File: src/hhct_pkg.sv
// Package with the sizes and item types of the heavy hitter counter table.
`default_nettype none
package hhct_pkg;

    localparam int SLOTS       = 8;
    localparam int VALUE_WIDTH = 32;
    localparam int COUNT_WIDTH = 16;
    localparam int IDX_W       = (SLOTS > 1) ? $clog2(SLOTS) : 1;

    typedef struct packed {
        logic signed [31:0] item_value;
        logic               end_of_stream;
    } t_in_item;

    typedef struct packed {
        logic [2:0]         slot_index;
        logic signed [31:0] slot_value;
        logic [15:0]        slot_count;
        logic               dump_last;
    } t_out_item;

endpackage
`default_nettype wire

File: src/heavy_hitter_counter_table_unit.sv
// Streaming frequent-item table with one register stage in front of the slot table.
`default_nettype none
// The unit takes one item per clock while no dump runs: an accepted item is held
// in the input register and is then compared against all slots at once, updating
// the table in that cycle. An item marked end of stream triggers a dump of every
// slot in index order, one result per cycle while the output side is ready, and
// the table is cleared as the last slot is loaded. During the dump the input
// register holds the next item and takes no other, so an end of stream stalls
// the input side. Results leave through an output register.
module heavy_hitter_counter_table_unit
    import hhct_pkg::*;
(
    input  wire logic      i_clk,
    input  wire logic      i_rst_n,
    input  wire logic      i_in_valid,
    output logic           o_in_ready,
    input  wire t_in_item  i_in_item,
    output logic           o_out_valid,
    input  wire logic      i_out_ready,
    output t_out_item      o_out_item
);

    localparam logic [COUNT_WIDTH-1:0] CNT_MAX = '1;
    localparam logic [IDX_W-1:0]       LAST_IDX = IDX_W'(SLOTS - 1);

    logic                   r_in_valid;
    logic [VALUE_WIDTH-1:0] r_in_value;
    logic                   r_in_eos;

    logic [VALUE_WIDTH-1:0] r_val [SLOTS];
    logic [COUNT_WIDTH-1:0] r_cnt [SLOTS];
    logic [VALUE_WIDTH-1:0] n_val [SLOTS];
    logic [COUNT_WIDTH-1:0] n_cnt [SLOTS];

    logic                   r_dump;
    logic [IDX_W-1:0]       r_idx;

    logic [SLOTS-1:0]       match;
    logic [SLOTS-1:0]       empty;
    logic [SLOTS-1:0]       first_empty;
    logic                   proc;
    logic                   load;
    logic                   dump_end;
    t_out_item              dump_item;

    assign proc       = r_in_valid && !r_dump;
    assign o_in_ready = !r_in_valid || !r_dump;
    assign load       = r_dump && (!o_out_valid || i_out_ready);
    assign dump_end   = load && (r_idx == LAST_IDX);

    always_comb begin
        for (int i = 0; i < SLOTS; i++) begin
            empty[i] = (r_cnt[i] == '0);
            match[i] = !empty[i] && (r_val[i] == r_in_value);
        end
        first_empty = empty & (~empty + SLOTS'(1));
    end

    always_comb begin
        for (int i = 0; i < SLOTS; i++) begin
            n_val[i] = r_val[i];
            n_cnt[i] = r_cnt[i];
            if (|match) begin
                if (match[i] && r_cnt[i] != CNT_MAX) begin
                    n_cnt[i] = r_cnt[i] + COUNT_WIDTH'(1);
                end
            end else if (|empty) begin
                if (first_empty[i]) begin
                    n_val[i] = r_in_value;
                    n_cnt[i] = COUNT_WIDTH'(1);
                end
            end else begin
                n_cnt[i] = r_cnt[i] - COUNT_WIDTH'(1);
            end
        end
    end

    always_comb begin
        dump_item.slot_index = 3'(r_idx);
        dump_item.slot_value = 32'(signed'(r_val[r_idx]));
        dump_item.slot_count = 16'(r_cnt[r_idx]);
        dump_item.dump_last  = (r_idx == LAST_IDX);
    end

    always_ff @(posedge i_clk) begin
        if (i_in_valid && o_in_ready) begin
            r_in_value <= VALUE_WIDTH'(i_in_item.item_value);
            r_in_eos   <= i_in_item.end_of_stream;
        end
        if (load) begin
            o_out_item <= dump_item;
        end
    end

    always_ff @(posedge i_clk) begin
        if (!i_rst_n) begin
            r_in_valid  <= 1'b0;
            r_dump      <= 1'b0;
            r_idx       <= '0;
            o_out_valid <= 1'b0;
            for (int i = 0; i < SLOTS; i++) begin
                r_val[i] <= '0;
                r_cnt[i] <= '0;
            end
        end else begin
            if (o_in_ready) begin
                r_in_valid <= i_in_valid;
            end
            if (load) begin
                o_out_valid <= 1'b1;
            end else if (i_out_ready) begin
                o_out_valid <= 1'b0;
            end
            if (proc) begin
                for (int i = 0; i < SLOTS; i++) begin
                    r_val[i] <= n_val[i];
                    r_cnt[i] <= n_cnt[i];
                end
                if (r_in_eos) begin
                    r_dump <= 1'b1;
                    r_idx  <= '0;
                end
            end
            if (dump_end) begin
                r_dump <= 1'b0;
                r_idx  <= '0;
                for (int i = 0; i < SLOTS; i++) begin
                    r_val[i] <= '0;
                    r_cnt[i] <= '0;
                end
            end else if (load) begin
                r_idx <= r_idx + IDX_W'(1);
            end
        end
    end

    a_match_unique: assert property (@(posedge i_clk) disable iff (!i_rst_n)
        proc |-> $onehot0(match))
        else $error("More than one occupied slot matches the item.");

    a_clear_after_dump: assert property (@(posedge i_clk) disable iff (!i_rst_n)
        dump_end |=> (empty == '1) && !r_dump)
        else $error("Table not cleared after the dump.");

    a_last_index: assert property (@(posedge i_clk) disable iff (!i_rst_n)
        (o_out_valid && o_out_item.dump_last) |-> (o_out_item.slot_index == 3'(SLOTS - 1)))
        else $error("Last dump flag on the wrong slot.");

    a_no_take_in_dump: assert property (@(posedge i_clk) disable iff (!i_rst_n)
        (r_dump && r_in_valid) |=> $stable(r_in_value) && r_in_valid)
        else $error("Input register changed during the dump.");

endmodule
`default_nettype wire

File: config.mk
export PLATFORM = sky130hd
export DESIGN_NAME = heavy_hitter_counter_table_unit
export DESIGN_NICKNAME = d
export VERILOG_FILES = /design/src/hhct_pkg.sv /design/src/heavy_hitter_counter_table_unit.sv
export SDC_FILE = /design/constraint.sdc
export NUM_CORES = 1
export LEC_CHECK = 0
export BUFFER_PORTS_ARGS = -buffer_cell sky130_fd_sc_hd__buf_2
export CORE_MARGIN = 1
export CORE_UTILIZATION = 61
export CTS_CLUSTER_SIZE = 12
export DETAILED_ROUTE_END_ITERATION = 16
export PLACE_DENSITY = 0.79
export REMOVE_ABC_BUFFERS = 1
export SYNTH_ARGS = -nofsm -noshare
export SYNTH_HDL_FRONTEND = slang
export SYNTH_SLANG_ARGS = --single-unit
File: constraint.sdc
create_clock -name i_clk -period 12.55 [get_ports i_clk]
set_input_delay 0.6275 -clock i_clk [delete_from_list [all_inputs] [get_ports i_clk]]
set_output_delay 0.6275 -clock i_clk [all_outputs]
set_load 0.1 [all_outputs]
==> metrics.yaml <==
rsz0062_at_grt: "no"
worst_pin_slew_ns: 1.12
hold_viol: 0
place_inst: 3163
ff_latch_area_sq_mm: 0.0123
remaining_drc_errors: 0
num_antenna_cells: 0
final.period_utilization_pct: 44.7
clock_sinks: 475
required_ns: 13.08
stdcell_area_sq_mm: 0.0294
end_kind: "flip-flop"
gp_congestion: 0.991
slew_viol_final: 0
ys_types: 87
p_leak_nw: 11.1
crit_fanout: 64
final_cells: 3259
ys_ff_latch: 475
syn_area_per_cell_sq_um: 10.2
fill_cells: 3186
initial_utilization_pct: 62.4
maxSlewHeadroom_pct: 25.0
tritoncts: "built"
hold_class: "input pin to flip-flop"
total_power_mw: 3.84
grt_pass1_wl_microns: 124000
cts_setup_buffers: 0
vias: 22331
clk_latency_ns: 0.63
synth.top_cell.area_share_pct: 30.7
crit_top_cell: "a21oi_1"
post_cts_resized: 0
yosysWarnings: 0
synth_area_leaders: "edfxtp_1 (31%), dfxtp_1 (15%), mux4_2 (8.0%)"
wl_per_cell_microns: 25.3
hpwlAfterDp_microns: 53100
grt_max_degree: 83
p_clk_share_pct: 40.2
critPathMaxStageDelay_ns: 0.84
cp-start-kind: "flip-flop"
grt_overflow: 0
fp.dieW_microns: 213
row_count: 76
syn-cell-area_sq_mm: 0.0271
switching_power_mw: 1.06
io_pins: 91
ys_top_cells_by_count: "nand2_1 (286), edfxtp_1 (277), nor2_1 (241)"
htreeDepth: 2
cellPowerDensity_mw_per_mm2: 130
status: "completed"
finalNetCount: 2687
critPathKind: "flip-flop to flip-flop"
root_buffer: "clkbuf_16"
port_buffers: 90
seqPwrFrac_pct: 48.4
yosysSeqAreaShare_pct: 45.3
hold_buffers: 0
tns_ns: 0
post_dp_cell_area_sq_mm: 0.0277
syn-instance-count: 2656
dr.pass1.iters: 8
grt_pass1_vias: 20834
postRouteAntennaNets: 0
dieArea_sq_mm: 0.0453
path_cells: "inv_1 -> ha_1 -> nor4b_1 -> nand3_1 -> nand4b_1 -> and3_1 -> a21oi_1 -> and4_4 -> buf_4 -> a21oi_1 -> nand2_1 -> a21oi_1 -> a311oi_1"
fin_crit_ns: 5.61
yosysMostFrequentCell: "nand2_1"
cpMaxStageDelayCell: "and4_4"
ys.flop_type: "edfxtp_1"
vias_per_cell: 6.85
drive_gt1_share_pct: 14.9
async_reset_ff_share_pct: 0
arrival_ns: 6.14
vdd_drop_max_uv: 129
multi_input_area_sq_mm: 0.0137
cell_internal_pwr_mw: 2.78
grt_usage_pct: 36.5
fmax_mhz: 178
clk_pin_slew_ns: 0.06
routed_wl_microns: 82500
area_growth_pct: 8.53
yosysTopAreaCell: "edfxtp_1"
synth_edf_count: 277
antenna_found_initial: 0
coreArea_sq_mm: 0.0435
dr.first_iter.drc_count: 3250
combPwrFrac_pct: 11.4
maxCapViolations: 0
finalSetupViolations: 0
swShare_pct: 27.6
cts_inserted_buffers: 51
clockBufferDepth: 3
finClkSkew_ns: 0.0183
die_h_microns: 213
==> cells by family after synthesis <==
kind of cell	count (synthesis)	share of synthesized area [%]
AND/OR/NAND/NOR	888	15.7
AO/OA/AOI/OAI	480	11.6
flip-flops	475	45.3
buffers and inverters	294	4.68
XOR/XNOR	284	9.18
multiplexers	216	12.6
adder cells (fa/ha/maj)	19	0.877
==> power by group through the flow <==
stage | sequential, mW | combinational, mW | clock (mW)
final | 1.86 | 0.436 | 1.54
after global routing | 1.87 | 0.454 | 1.61
after CTS | 1.85 | 0.428 | 1.55
after detailed placement | 1.89 | 0.423 | 0
after global placement | 1.88 | 0.419 | 0
after floorplan | 1.91 | 0.232 | 0
==> path summary, 6_finish.rpt <==
path | start | end | slack (ns) | depth (start not counted)
max reg2reg | r_cnt[7][0] | r_cnt[5][5] | 6.94 | 13
min | i_in_item[11] | r_in_value[10] | 0.17 | 1
max | r_cnt[7][0] | r_cnt[5][5] | 6.94 | 13
min reg2reg | r_val[4][5] | r_val[4][5] | 0.49 | 2
==> worst max-delay path: cells and delay by family, from the launching register on <==
family / cells / cell delay [ns]
AOI/OAI and AO/OA: 4 / 1.06
adders and majority gates: 1 / 0.23
buffers and inverters: 2 / 0.84
DFF: 1 / 0.38
and+or+nand+nor: 6 / 2.95
==> flip-flops by register name, summed over array words and instances, names as in the netlist <==
register,count
o_out_item,52
r_in_valid,1
r_cnt,128
r_dump,1
r_idx,3
r_in_value,32
o_out_valid,1
r_in_eos,1
r_val,256
==> cell type report <==
cell class | count | share of cell area (%)
Inverter | 95 | 1.21
Sequential cell | 475 | 41.8
Multi-Input combinational cell | 1887 | 46.4
Clock inverter | 10 | 0.395
Timing Repair Buffer | 121 | 2.32
Tap cell | 585 | 2.49
Clock buffer | 86 | 5.40
==> metal layers <==
layer	part of all wire (%)	vias up	global-route usage, %
met4	6.4	0	21.7
met3	10	324	5.71
li1	-	9707	-
met1	37	10791	47.1
met2	46	1509	58.5
met5	0	-	0
==> placed cells by master, fill, tap and decap left out, drive strengths merged, types with 40 or more instances in the layout <==
| cell type | Yosys | layout |
|---|---|---|
| mux2 | 49 | 49 |
| xor2 | 232 | 232 |
| mux4 | 96 | 96 |
| nand2 | 289 | 289 |
| o22ai | 40 | 40 |
| mux2i | 71 | 71 |
| o21ai | 95 | 95 |
| and3 | 42 | 42 |
| nor2 | 242 | 242 |
| xnor2 | 52 | 52 |
| a211oi | 41 | 41 |
| edfxtp | 277 | 277 |
| clkbuf | 107 | 86 |
| inv | 95 | 96 |
| dfxtp | 198 | 198 |
| nor4 | 77 | 77 |
| buf | 92 | 121 |
| nand3 | 65 | 65 |
| a21oi | 138 | 138 |
==> stage by stage <==
step                setup slack [ns]  hold WS, ns  utilization (%)
CTS                             7.09        0.159             67.7
global placement                7.30        0.466             63.8
floorplan                       3.01        0.458                -
detailed placement              7.13        0.476             63.8
global route                    6.66        0.166             67.7
finish                          6.94        0.169             67.7
No activity file was read; power rests on OpenSTA's default activity.
